## src/hw/rtl/assert_macros.svh

```systemverilog
// Assertion macros shared by the RTL of the windowed statistics block.
// No dependencies; included by modules that carry concurrent checks.
`ifndef ASSERT_MACROS_SVH
`define ASSERT_MACROS_SVH

`ifndef SYNTHESIS

// Check on every clock edge, suspended while reset is asserted
`define ASSERT_RST(lbl, clk, rstn, prop) \
  lbl: assert property (@(posedge clk) disable iff (!(rstn)) (prop)) \
    else $error("assertion failed");

// Check on every clock edge, reset included
`define ASSERT_NORST(lbl, clk, prop) \
  lbl: assert property (@(posedge clk) (prop)) \
    else $error("assertion failed");

`else

`define ASSERT_RST(lbl, clk, rstn, prop)
`define ASSERT_NORST(lbl, clk, prop)

`endif

`endif

```

## src/hw/rtl/wmms_pkg.sv

```systemverilog
// Package for the windowed min/max/mean statistics block: sizes, types, codes.
// No dependencies; imported by every module of the block.
`default_nettype none

package wmms_pkg;

  // Window and sample geometry
  localparam int unsigned WindowDepth = 64;
  localparam int unsigned SampleBits  = 48;
  localparam int unsigned NumChan     = 3;
  localparam int unsigned SlotW       = $clog2(WindowDepth);
  localparam int unsigned CntW        = $clog2(WindowDepth + 1);
  localparam int unsigned SumW        = SampleBits + $clog2(WindowDepth);

  // Register and field widths
  localparam int unsigned SizeW     = 7;
  localparam int unsigned IntervalW = 32;
  localparam int unsigned StepBits  = 20;
  localparam int unsigned CfgIdxW   = 1;
  localparam int unsigned CfgDataW  = 32;

  localparam logic [SizeW-1:0]     SizeReset     = 7'd64;
  localparam logic [IntervalW-1:0] IntervalReset = 32'd65536;

  // Command queue between front and back
  localparam int unsigned CmdDepth = 2;
  localparam int unsigned CmdPtrW  = (CmdDepth > 1) ? $clog2(CmdDepth) : 1;
  localparam int unsigned CmdCntW  = $clog2(CmdDepth + 1);

  typedef enum logic [CfgIdxW-1:0] {
    CfgWindowSize     = 1'b0,
    CfgReportInterval = 1'b1
  } cfg_reg_e;

  typedef logic [SampleBits-1:0] sample_t;
  typedef sample_t [NumChan-1:0] samples_t;

  // One classified item: samples to store, and the scan range if a report is due
  typedef struct packed {
    samples_t               samples;
    logic [SlotW-1:0]       slot;
    logic                   report;
    logic [CntW-1:0]        count;
    logic [SlotW-1:0]       first;
  } cmd_t;

  typedef struct packed {
    sample_t mean;
    sample_t peak;
    sample_t least;
  } stat_t;

  typedef stat_t [NumChan-1:0] result_t;

  typedef enum logic [1:0] {
    BkIdle,
    BkScan,
    BkDiv,
    BkDone
  } back_state_e;

endpackage

`default_nettype wire

```

## src/hw/rtl/wmms_fifo.sv

```systemverilog
// Short command queue between the front end and the scan engine.
// Depends on wmms_pkg for the command type and queue depth.
`default_nettype none

module wmms_fifo (
  input  wire logic           clk_i,
  input  wire logic           rst_ni,
  input  wire logic           push_i,
  input  wire wmms_pkg::cmd_t data_i,
  output logic                full_o,
  input  wire logic           pop_i,
  output wmms_pkg::cmd_t      data_o,
  output logic                empty_o
);
  import wmms_pkg::*;

  cmd_t               mem_q [CmdDepth];
  logic [CmdPtrW-1:0] wr_ptr_q, rd_ptr_q;
  logic [CmdCntW-1:0] cnt_q;
  logic               do_push, do_pop;

  assign full_o  = (cnt_q == CmdCntW'(CmdDepth));
  assign empty_o = (cnt_q == '0);
  assign data_o  = mem_q[rd_ptr_q];
  assign do_push = push_i && !full_o;
  assign do_pop  = pop_i && !empty_o;

  // Storage
  always_ff @(posedge clk_i) begin
    if (do_push) begin
      mem_q[wr_ptr_q] <= data_i;
    end
  end

  // Pointers and level
  always_ff @(posedge clk_i or negedge rst_ni) begin
    if (!rst_ni) begin
      wr_ptr_q <= '0;
      rd_ptr_q <= '0;
      cnt_q    <= '0;
    end else begin
      if (do_push) begin
        wr_ptr_q <= (wr_ptr_q == CmdPtrW'(CmdDepth - 1)) ? '0 : wr_ptr_q + CmdPtrW'(1);
      end
      if (do_pop) begin
        rd_ptr_q <= (rd_ptr_q == CmdPtrW'(CmdDepth - 1)) ? '0 : rd_ptr_q + CmdPtrW'(1);
      end
      case ({do_push, do_pop})
        2'b10:   cnt_q <= cnt_q + CmdCntW'(1);
        2'b01:   cnt_q <= cnt_q - CmdCntW'(1);
        default: ;
      endcase
    end
  end

endmodule

`default_nettype wire

```

## config.mk

```make
export PLATFORM = sky130hd
export DESIGN_NAME = wmms_fifo
export DESIGN_NICKNAME = d
export VERILOG_FILES = /design/src/hw/rtl/assert_macros.svh /design/src/hw/rtl/wmms_pkg.sv /design/src/hw/rtl/wmms_fifo.sv
export SDC_FILE = /design/constraint.sdc
export NUM_CORES = 1
export LEC_CHECK = 0
export BUFFER_PORTS_ARGS = -buffer_cell sky130_fd_sc_hd__buf_2
export CORE_ASPECT_RATIO = 0.6
export CORE_MARGIN = 2
export CORE_UTILIZATION = 47
export DETAILED_ROUTE_END_ITERATION = 10
export PLACE_DENSITY = 0.73
export SLEW_MARGIN = 20
export SYNTH_ARGS = -nofsm -noshare
export SYNTH_HDL_FRONTEND = slang
export SYNTH_SLANG_ARGS = --single-unit
```

## constraint.sdc

```tcl
create_clock -name clk_i -period 8.6 [get_ports clk_i]
set_clock_uncertainty 0.15 [all_clocks]
set_input_delay 1.72 -clock clk_i [delete_from_list [all_inputs] [get_ports clk_i]]
set_output_delay 1.72 -clock clk_i [all_outputs]
set_load 0.01 [all_outputs]
```

==> results_dict.tcl <==
set metrics [dict create \
    status "finished clean" \
    powerDensity_nw_per_um2 343.8 \
    worstPathMaxFanout 63 \
    cp_slowest_cell "dfrtp_4" \
    fmax_ghz 0.2096 \
    cp_top_family "flip-flops" \
    fin_crit_ps 4771 \
    synth_area_per_cell_um2 22.89 \
    syn_inst 528 \
    clock-sinks 332 \
    end_kind "output pin" \
    synth_area_um2 12090 \
    peakVddDrop_uv 251.9 \
    root_buffer "clkbuf_16" \
    antenna_found_initial 3 \
    place_congestion 0.7447 \
    setup_viol 0 \
    antenna_left 0 \
    grt_pass1_vias 6382 \
    maxCapViolations 0 \
    drv_slew 0 \
    die-area_um2 27060 \
    wl_um 23960 \
    rows 45 \
    cts.path.max_buffers 3 \
    grt_max_degree 71 \
    chipWidth_um 211.0 \
    htreeDepth 1 \
    path_buf_inv 2 \
    crit_required_ps 6730 \
    grt_pass1_wl_um 35290 \
    synth_warnings 0 \
    cp-start-kind "flip-flop" \
    coreArea_um2 25280 \
    place_ws_ps 4392 \
    drive_gt1_share_pct 61.06 \
    hold_viol_final 0 \
    first_pass_iters 4 \
    cts_buffers 30 \
    drc 0 \
    port_buffers 333 \
    synth_top_area_share_pct 81.49 \
    worstPathArrival_ps 2900 \
    finalSetupTns_ps 0 \
    drt-initial-drc-count 398 \
    relSlewSlack_pct 35.36 \
    cts-resized-gates 0 \
    synth.largest_area_cell "edfxtp_1" \
    yosysSeqAreaShare_pct 82.32 \
    ctsHoldBuffers 0 \
    holdCritPathClass "flip-flop to flip-flop" \
    final_core_util_pct 59.63 \
    crit_path_cell_trace "buf_4, mux2_2, buf_2" \
    dp_hpwl_um 15940 \
    insertion_delay_ps 550 \
    io_pins 334 \
    ys_seq_elements 332 \
    timing.hold.ws_ps 350.5 \
    grt-ovfl-total 0 \
    post_cts_buffers 0 \
    worst_pin_slew_ps 969.6 \
    setup_ws_ps 3829 \
    yosys-top-cells-area "edfxtp_1 (81%), mux2_2 (15%), buf_6 (1.6%), dfrtp_1 (0.83%), xnor2_1 (0.22%)" \
    syn-num-nets 697 \
    grt_use_total_pct 17.04 \
    synth.distinct_cells 14 \
    slowest_delay_ps 920 \
    nets 1050 \
    syn2layout_area_growth_pct 24.72 \
    rsz0062_at_grt "no" \
    floorplan.initialDensity_pct 47.81 \
    crit_type "flip-flop to output pin" \
    path_clk_slew_ps 70 \
    leakagePower_nw 5.643 \
    wire_per_inst_um 19.41 \
    die_h_um 128.2 \
    layout_worst_path_cycle_share_pct 55.48 \
    tritoncts "done" \
    viasPerCell 4.981 \
    num_vias 6146 \
]
## cells in the mapped netlist, drive strengths merged
library cell,n
xor2,2
xnor2,3
nand2,1
nand2b,1
buf,18
inv,1
nor2b,1
mux2,164
edfxtp,328
and3,1
dfrtp,4
ha,1
nor2,3
## area by class of cell
cell class / count / area [um2]
Inverter: 1 / 3.754
Clock inverter: 20 / 251.5
Timing Repair Buffer: 339 / 1712
Antenna cell: 1 / 2.502
Fill cell: 1885 / 10210
Tap cell: 329 / 411.6
Sequential cell: 332 / 9953
Clock buffer: 35 / 790.8
Multi-Input combinational cell: 177 / 1949
## path summary, 6_finish.rpt
path                       startpoint  cells past startpoint  slack (ps)     endpoint
max                          rd_ptr_q                      3        3830    data_o[2]
min                          cnt_q[1]                      1         350     cnt_q[1]
max reg2reg                  cnt_q[0]                      4        5690  mem_q[0][2]
min reg2reg                  cnt_q[1]                      1         350     cnt_q[1]
max in group asynchronous      rst_ni                      1        7340     rd_ptr_q
min in group asynchronous      rst_ni                      1         820     cnt_q[1]
## through the flow
stage	area (um2)	power (mW)	instances
2_1_floorplan	12090	3.362	528
3_3_place_gp	14030	3.807	1178
3_5_place_dp	14030	3.833	1178
4_1_cts	15070	5.246	1233
5_1_grt	15070	5.419	1234
6_report	15070	5.183	1234
## state kept, by name, summed over array words and instances, names as in the netlist
signal / cells
cnt_q: 2
wr_ptr_q: 1
rd_ptr_q: 1
mem_q: 328
## report_power, final
| group | internal, mW | switching [mW] |
|---|---|---|
| Clock | 0.837 | 0.561 |
| Sequential | 2.22 | 0.129 |
| Combinational | 0.648 | 0.792 |
| Total | 3.70 | 1.48 |
## cell families (layout without fill, tap and decap cells)
family	after synthesis	count (layout)	share of synthesized area, %
buf+inv	19	395	1.656
fa+ha+maj	1	1	0.1035
mux	164	164	15.28
other cells	0	1	0
xor+xnor	5	5	0.3624
simple gates	7	7	0.2796
flops	332	332	82.32
## worst reg2reg max path, cell delays in order, from the launching register on
cell,delay [ps]
dfrtp_1,420
nand2b_1,190
nand2_1,180
nor2_4,650
buf_4,820
## placed cells by master (no fill, tap or decap), drive strengths merged
| cell type | synthesis | routed |
|---|---|---|
| ha | 1 | 1 |
| mux2 | 164 | 164 |
| edfxtp | 328 | 328 |
| nand2b | 1 | 1 |
| clkbuf | 0 | 35 |
| nor2b | 1 | 1 |
| bufinv | 0 | 6 |
| diode | 0 | 1 |
| dfrtp | 4 | 4 |
| nor2 | 3 | 3 |
| xor2 | 2 | 2 |
| inv | 1 | 2 |
| and3 | 1 | 1 |
| buf | 18 | 339 |
| nand2 | 1 | 1 |
| xnor2 | 3 | 3 |
| clkinv | 0 | 13 |
## routing by layer
layer	wire, um	GRT usage (%)	share of wire [%]
met3	2121	6.222	8.9
met1	10320	22.87	43
met2	11150	27.07	47
met4	350	3.314	1.5
met5	13	0	0.054
(Power assumes the default switching activity.)
