**config.mk**
```make
export PLATFORM = sky130hd
export DESIGN_NAME = wmms_front
export DESIGN_NICKNAME = d
export VERILOG_FILES = /design/src/hw/rtl/assert_macros.svh /design/src/hw/rtl/wmms_pkg.sv /design/src/hw/rtl/wmms_front.sv
export SDC_FILE = /design/constraint.sdc
export NUM_CORES = 1
export LEC_CHECK = 0
export BUFFER_PORTS_ARGS = -buffer_cell sky130_fd_sc_hd__buf_4
export CORE_AREA = 2 2 142 144
export DETAILED_ROUTE_END_ITERATION = 8
export DIE_AREA = 0 0 144 146
export HOLD_SLACK_MARGIN = 0.03
export PLACE_DENSITY = 0.67
export SETUP_SLACK_MARGIN = 0.2
export SYNTH_ARGS = -nofsm -noshare
export SYNTH_HDL_FRONTEND = slang
export SYNTH_SLANG_ARGS = --single-unit
```
**constraint.sdc**
```tcl
create_clock -name clk_i -period 5.4 [get_ports clk_i]
set_input_delay 0.27 -clock clk_i [delete_from_list [all_inputs] [get_ports clk_i]]
set_output_delay 0.27 -clock clk_i [all_outputs]
set_load 0.01 [all_outputs]
```
**src/hw/rtl/assert_macros.svh**
```systemverilog
// Assertion macros shared by the RTL of the windowed statistics block.
// No dependencies; included by modules that carry concurrent checks.
`ifndef ASSERT_MACROS_SVH
`define ASSERT_MACROS_SVH

`ifndef SYNTHESIS

// Check on every clock edge, suspended while reset is asserted
`define ASSERT_RST(lbl, clk, rstn, prop) \
  lbl: assert property (@(posedge clk) disable iff (!(rstn)) (prop)) \
    else $error("assertion failed");

// Check on every clock edge, reset included
`define ASSERT_NORST(lbl, clk, prop) \
  lbl: assert property (@(posedge clk) (prop)) \
    else $error("assertion failed");

`else

`define ASSERT_RST(lbl, clk, rstn, prop)
`define ASSERT_NORST(lbl, clk, prop)

`endif

`endif

```
**src/hw/rtl/wmms_pkg.sv**
```systemverilog
// Package for the windowed min/max/mean statistics block: sizes, types, codes.
// No dependencies; imported by every module of the block.
`default_nettype none

package wmms_pkg;

  // Window and sample geometry
  localparam int unsigned WindowDepth = 64;
  localparam int unsigned SampleBits  = 48;
  localparam int unsigned NumChan     = 3;
  localparam int unsigned SlotW       = $clog2(WindowDepth);
  localparam int unsigned CntW        = $clog2(WindowDepth + 1);
  localparam int unsigned SumW        = SampleBits + $clog2(WindowDepth);

  // Register and field widths
  localparam int unsigned SizeW     = 7;
  localparam int unsigned IntervalW = 32;
  localparam int unsigned StepBits  = 20;
  localparam int unsigned CfgIdxW   = 1;
  localparam int unsigned CfgDataW  = 32;

  localparam logic [SizeW-1:0]     SizeReset     = 7'd64;
  localparam logic [IntervalW-1:0] IntervalReset = 32'd65536;

  // Command queue between front and back
  localparam int unsigned CmdDepth = 2;
  localparam int unsigned CmdPtrW  = (CmdDepth > 1) ? $clog2(CmdDepth) : 1;
  localparam int unsigned CmdCntW  = $clog2(CmdDepth + 1);

  typedef enum logic [CfgIdxW-1:0] {
    CfgWindowSize     = 1'b0,
    CfgReportInterval = 1'b1
  } cfg_reg_e;

  typedef logic [SampleBits-1:0] sample_t;
  typedef sample_t [NumChan-1:0] samples_t;

  // One classified item: samples to store, and the scan range if a report is due
  typedef struct packed {
    samples_t               samples;
    logic [SlotW-1:0]       slot;
    logic                   report;
    logic [CntW-1:0]        count;
    logic [SlotW-1:0]       first;
  } cmd_t;

  typedef struct packed {
    sample_t mean;
    sample_t peak;
    sample_t least;
  } stat_t;

  typedef stat_t [NumChan-1:0] result_t;

  typedef enum logic [1:0] {
    BkIdle,
    BkScan,
    BkDiv,
    BkDone
  } back_state_e;

endpackage

`default_nettype wire

```
**src/hw/rtl/wmms_front.sv**
```systemverilog
// Front end: config registers, window bookkeeping and report timer.
// Depends on wmms_pkg; feeds classified items into the command queue.
`default_nettype none

module wmms_front (
  input  wire logic                         clk_i,
  input  wire logic                         rst_ni,
  input  wire logic                         cfg_we_i,
  input  wire logic [wmms_pkg::CfgIdxW-1:0] cfg_idx_i,
  input  wire logic [wmms_pkg::CfgDataW-1:0] cfg_data_i,
  input  wire logic                         accept_i,
  input  wire wmms_pkg::samples_t           samples_i,
  input  wire logic [wmms_pkg::StepBits-1:0] time_step_i,
  output wmms_pkg::cmd_t                    cmd_o
);
  import wmms_pkg::*;

  logic [SizeW-1:0]     size_q;
  logic [IntervalW-1:0] interval_q;
  logic [CntW-1:0]      fill_q, fill_d;
  logic [SlotW-1:0]     slot_q, slot_d;
  logic [IntervalW-1:0] elapsed_q, elapsed_d;

  logic [CntW-1:0]      eff_size;
  logic [CntW:0]        fill_inc;
  logic [CntW:0]        slot_ext;
  logic [IntervalW:0]   time_sum;
  logic [IntervalW-1:0] time_sat;
  logic                 report;

  // Effective window size: zero acts as one, large values clamp to the depth
  always_comb begin
    if (size_q == '0) begin
      eff_size = CntW'(1);
    end else if (32'(size_q) > WindowDepth) begin
      eff_size = CntW'(WindowDepth);
    end else begin
      eff_size = CntW'(size_q);
    end
  end

  // Next fill level and write slot
  always_comb begin
    fill_inc = {1'b0, fill_q} + (CntW+1)'(1);
    fill_d   = (fill_inc > {1'b0, eff_size}) ? eff_size : CntW'(fill_inc);
    slot_d   = (slot_q == SlotW'(WindowDepth - 1)) ? '0 : slot_q + SlotW'(1);
  end

  // Saturating timer and report decision
  always_comb begin
    time_sum  = {1'b0, elapsed_q} + (IntervalW+1)'(time_step_i);
    time_sat  = time_sum[IntervalW] ? '1 : time_sum[IntervalW-1:0];
    report    = time_sat > interval_q;
    elapsed_d = report ? '0 : time_sat;
  end

  // Classified item; oldest slot of the window after this write
  always_comb begin
    slot_ext       = (CntW+1)'(slot_d);
    cmd_o.samples  = samples_i;
    cmd_o.slot     = slot_q;
    cmd_o.report   = report;
    cmd_o.count    = fill_d;
    if (slot_ext >= {1'b0, fill_d}) begin
      cmd_o.first = SlotW'(slot_ext - {1'b0, fill_d});
    end else begin
      cmd_o.first = SlotW'(slot_ext + (CntW+1)'(WindowDepth) - {1'b0, fill_d});
    end
  end

  // Configuration registers
  always_ff @(posedge clk_i or negedge rst_ni) begin
    if (!rst_ni) begin
      size_q     <= SizeReset;
      interval_q <= IntervalReset;
    end else if (cfg_we_i) begin
      case (cfg_reg_e'(cfg_idx_i))
        CfgWindowSize:     size_q     <= cfg_data_i[SizeW-1:0];
        CfgReportInterval: interval_q <= cfg_data_i[IntervalW-1:0];
        default: ;
      endcase
    end
  end

  // Window bookkeeping and timer
  always_ff @(posedge clk_i or negedge rst_ni) begin
    if (!rst_ni) begin
      fill_q    <= '0;
      slot_q    <= '0;
      elapsed_q <= '0;
    end else if (accept_i) begin
      fill_q    <= fill_d;
      slot_q    <= slot_d;
      elapsed_q <= elapsed_d;
    end
  end

endmodule

`default_nettype wire

```
==> flow_metrics.env <==
export IMPL_rsz0062_at_grt="yes"
export IMPL_dieHeight_um=146
export IMPL_drc=0
export IMPL_wl_per_cell_um=18.70
export IMPL_clockBufferDepth=2
export IMPL_clockRootBuffer="clkbuf_16"
export IMPL_die_width_um=144
export IMPL_start_kind="flip-flop"
export IMPL_met1_usage=0.1941
export IMPL_finalHoldViolCount=0
export IMPL_p_leak_nw=3.489
export IMPL_final_cell_mix="buf_4 (88), dfrtp_1 (82), ha_1 (66), nand2_1 (54), inv_1 (46)"
export IMPL_finalCritPeriodShare=0.9286
export IMPL_finalWirelength_um=18480
export IMPL_hp_class="in -> reg"
export IMPL_grt_max_degree=81
export IMPL_fin_crit_ns=5.014
export IMPL_synth_seq_cells=84
export IMPL_routabilityCongestion=0.9050
export IMPL_layout_drive_gt1_share=0.2296
export IMPL_cp_cell_sequence="ha_1 -> fa_1 -> a21o_1 -> a221oi_4 -> a2111oi_2 -> a211oi_2 -> o21ai_2 -> nand2_4 -> buf_4 -> nand2_1 -> ha_1 -> a21o_1 -> a21o_1 -> a221o_1 -> o21a_1 -> o21ai_2 -> buf_4 -> inv_1 -> buf_4"
export IMPL_ir_worst_vdd_uv=217.8
export IMPL_post_place_cells=967
export IMPL_worst_slew_pin_transition_ns=1.065
export IMPL_yosysWarningCount=0
export IMPL_setup_viol=0
export IMPL_worst_setup_path_type="reg -> out"
export IMPL_start_util=0.3683
export IMPL_dieArea_um2=21020
export IMPL_synth_area_um2=7122
export IMPL_synth_area_per_cell_um2=9.049
export IMPL_met3_usage=0.07535
export IMPL_register_area_um2=2105
export IMPL_setup_ws_ns=0.3855
export IMPL_grt_pass1_wl_um=28460
export IMPL_max_cap_viol_count=0
export IMPL_antenna_found_initial=0
export IMPL_io_buffers=76
export IMPL_synth_ff_type="dfrtp_1"
export IMPL_final_common_cell="buf_4"
export IMPL_pin_count=365
export IMPL_multi_input_area_um2=3686
export IMPL_grt_pass1_vias=4958
export IMPL_busiest_layer="met2"
export IMPL_vias=5015
export IMPL_area_delta_synth_final_pct=1.862
export IMPL_slowest_delay_ns=0.41
export IMPL_grt_util_met2=0.3050
export IMPL_path_clk_slew_ns=0.07
export IMPL_num_rows=51
export IMPL_worst_path_max_fanout=9
export IMPL_dp_slack_ns=0.3741
export IMPL_synth_edff_count=0
export IMPL_status="complete, no violations"
export IMPL_final_antenna_net_count=0
export IMPL_cp_end_kind="output pin"
export IMPL_first_pass_iters=5
export IMPL_viasPerCell=5.076
export IMPL_max_freq_ghz=0.1994
export IMPL_core_area_um2=19330
export IMPL_cts_sinks=84
export IMPL_syn_num_nets=1056
export IMPL_fin_tns_setup_ns=0
export IMPL_cp_data_required_time_ns=5.13
export IMPL_grt_util_all_layers=0.1780
export IMPL_finish_net_count=987
export IMPL_gr_total_overflow=0
export IMPL_dp_hpwl_um=14430
export IMPL_powerDensity_nw_per_um2=602.2
export IMPL_numCtsBuffers=9
export IMPL_drt_iter0_drc=254
export IMPL_ys_seq_area_frac=0.2955
export IMPL_fin_worst_skew_ns=0.009416
export IMPL_htreeDepth=3
export IMPL_async_flop_share=1.000
export IMPL_cp_slowest_cell="fa_1"
export IMPL_cp_top_family="compound AO/OA/AOI/OAI gates"
export IMPL_crit_arrival_ns=4.74
export IMPL_insertion_delay_ns=0.36
export IMPL_drv_slew=0
export IMPL_cts_tree="built"
export IMPL_antenna_cells=0
export IMPL_final_util=0.3752
export IMPL_stdcell_count=988
export IMPL_slew_headroom=0.2903
export IMPL_fill_cells=1949
export IMPL_postSynthCellCount=787
export IMPL_ys_types=57
export IMPL_crit_buf_inv=4
==> repair_timing <==
action                                  in CTS  in global routing
resized for setup                            2                  3
endpoints found under the setup margin       1                  2
hold buffers                                 1                  0
buffers inserted                             0                  4
gates cloned                                 0                  0
hold endpoints to repair                     4                  0
pin swaps                                    1                  3
==> tightest hold or removal path, cell delays in order <==
cell and delay, ns:
buf_4 0.09, nand2_1 0.04, o21ai_0 0.06
==> cells by family after synthesis <==
family                     count (synthesis)  synth area share
buffers and inverters                    216            0.1917
DFF                                       84            0.2955
xor gates and xnor gates                  37           0.04550
adders and majority gates                 68            0.1216
and+or+nand+nor                          184            0.1288
muxes                                     44           0.06957
AOI/OAI and AO/OA                        154            0.1474
==> path summary, 6_finish.rpt <==
| kind | from | to | slack [ns] | cells past startpoint |
|---|---|---|---|---|
| setup / recovery | elapsed_q[0]$_DFFE_PN0P_ | cmd_o[13] | 0.39 | 19 |
| hold / removal | cfg_data_i[6] | size_q[6]$_DFFE_PN1P_ | 0.14 | 3 |
| setup reg to reg | elapsed_q[0]$_DFFE_PN0P_ | elapsed_q[21]$_DFFE_PN0P_ | 0.80 | 19 |
| hold reg to reg | elapsed_q[0]$_DFFE_PN0P_ | elapsed_q[0]$_DFFE_PN0P_ | 0.50 | 2 |
| max in group asynchronous | rst_ni | interval_q[17]$_DFFE_PN0P_ | 3.91 | 3 |
| min in group asynchronous | rst_ni | slot_q[4]$_DFFE_PN0P_ | 0.27 | 2 |
==> per-stage QoR <==
stage	power, mW	instance area (um2)	hold slack, ns
after floorplan	2.987	7122	-0.02559
after global placement	3.693	6895	0.07029
after detailed placement	3.739	6895	0.07274
after CTS	4.387	7207	0.1292
after global routing	4.791	7254	0.1300
final	4.369	7254	0.1359
==> power by group <==
group	internal (mW)	leakage, nW	switching [mW]
sequential	0.812	1.01	0.161
clock	0.328	0.135	0.281
combinational	1.32	2.34	1.47
==> metal layers <==
layer,share of wire,wire (um),vias to the layer above
met5,0,0,-
met4,0.028,524,0
met3,0.096,1766,42
met2,0.50,9303,157
met1,0.37,6882,2350
li1,-,-,2466
==> final cells by class <==
cell class	instances	area share
Inverter	47	0.02432
Sequential cell	84	0.2901
Tap cell	265	0.04571
Timing Repair Buffer	89	0.09245
Clock buffer	10	0.03294
Clock inverter	6	0.006382
Multi-Input combinational cell	487	0.5081
==> Yosys cell counts, types with 2 or more instances <==
cell type | instances | area (um2)
fa_1 | 2 | 40.04
buf_1 | 4 | 15.01
a31o_1 | 9 | 78.83
nor4_1 | 5 | 31.28
o31ai_1 | 6 | 45.04
inv_1 | 46 | 172.7
and2_1 | 5 | 31.28
clkbuf_1 | 16 | 60.06
a221o_1 | 3 | 30.03
nand3_1 | 20 | 100.1
nor2_1 | 36 | 135.1
nand2_1 | 54 | 202.7
a22o_1 | 3 | 26.28
and4_1 | 5 | 43.79
o21a_1 | 5 | 37.54
o21ai_2 | 2 | 17.52
dfrtp_1 | 82 | 2052
o21bai_1 | 5 | 37.54
a211oi_1 | 7 | 52.55
a221oi_1 | 2 | 17.52
nand4_1 | 11 | 68.82
mux2_2 | 43 | 484.2
nor2b_1 | 16 | 100.1
dfstp_2 | 2 | 52.55
and3_1 | 14 | 87.58
nor4b_1 | 2 | 17.52
a21oi_1 | 45 | 225.2
xor2_1 | 18 | 157.7
nor3_1 | 8 | 40.04
a311oi_1 | 3 | 26.28
nand2b_1 | 4 | 25.02
ha_1 | 66 | 825.8
a31o_2 | 5 | 43.79
a21o_1 | 22 | 165.2
buf_4 | 147 | 1104
o21ai_0 | 17 | 85.08
xnor2_1 | 19 | 166.4
a31oi_1 | 9 | 56.30
==> sequential cells by signal, summed over array words and instances (netlist names) <==
| name | cells |
|---|---|
| size_q | 7 |
| elapsed_q | 32 |
| slot_q | 6 |
| interval_q | 32 |
| fill_q | 7 |
Power figures use the tool's default switching activity.
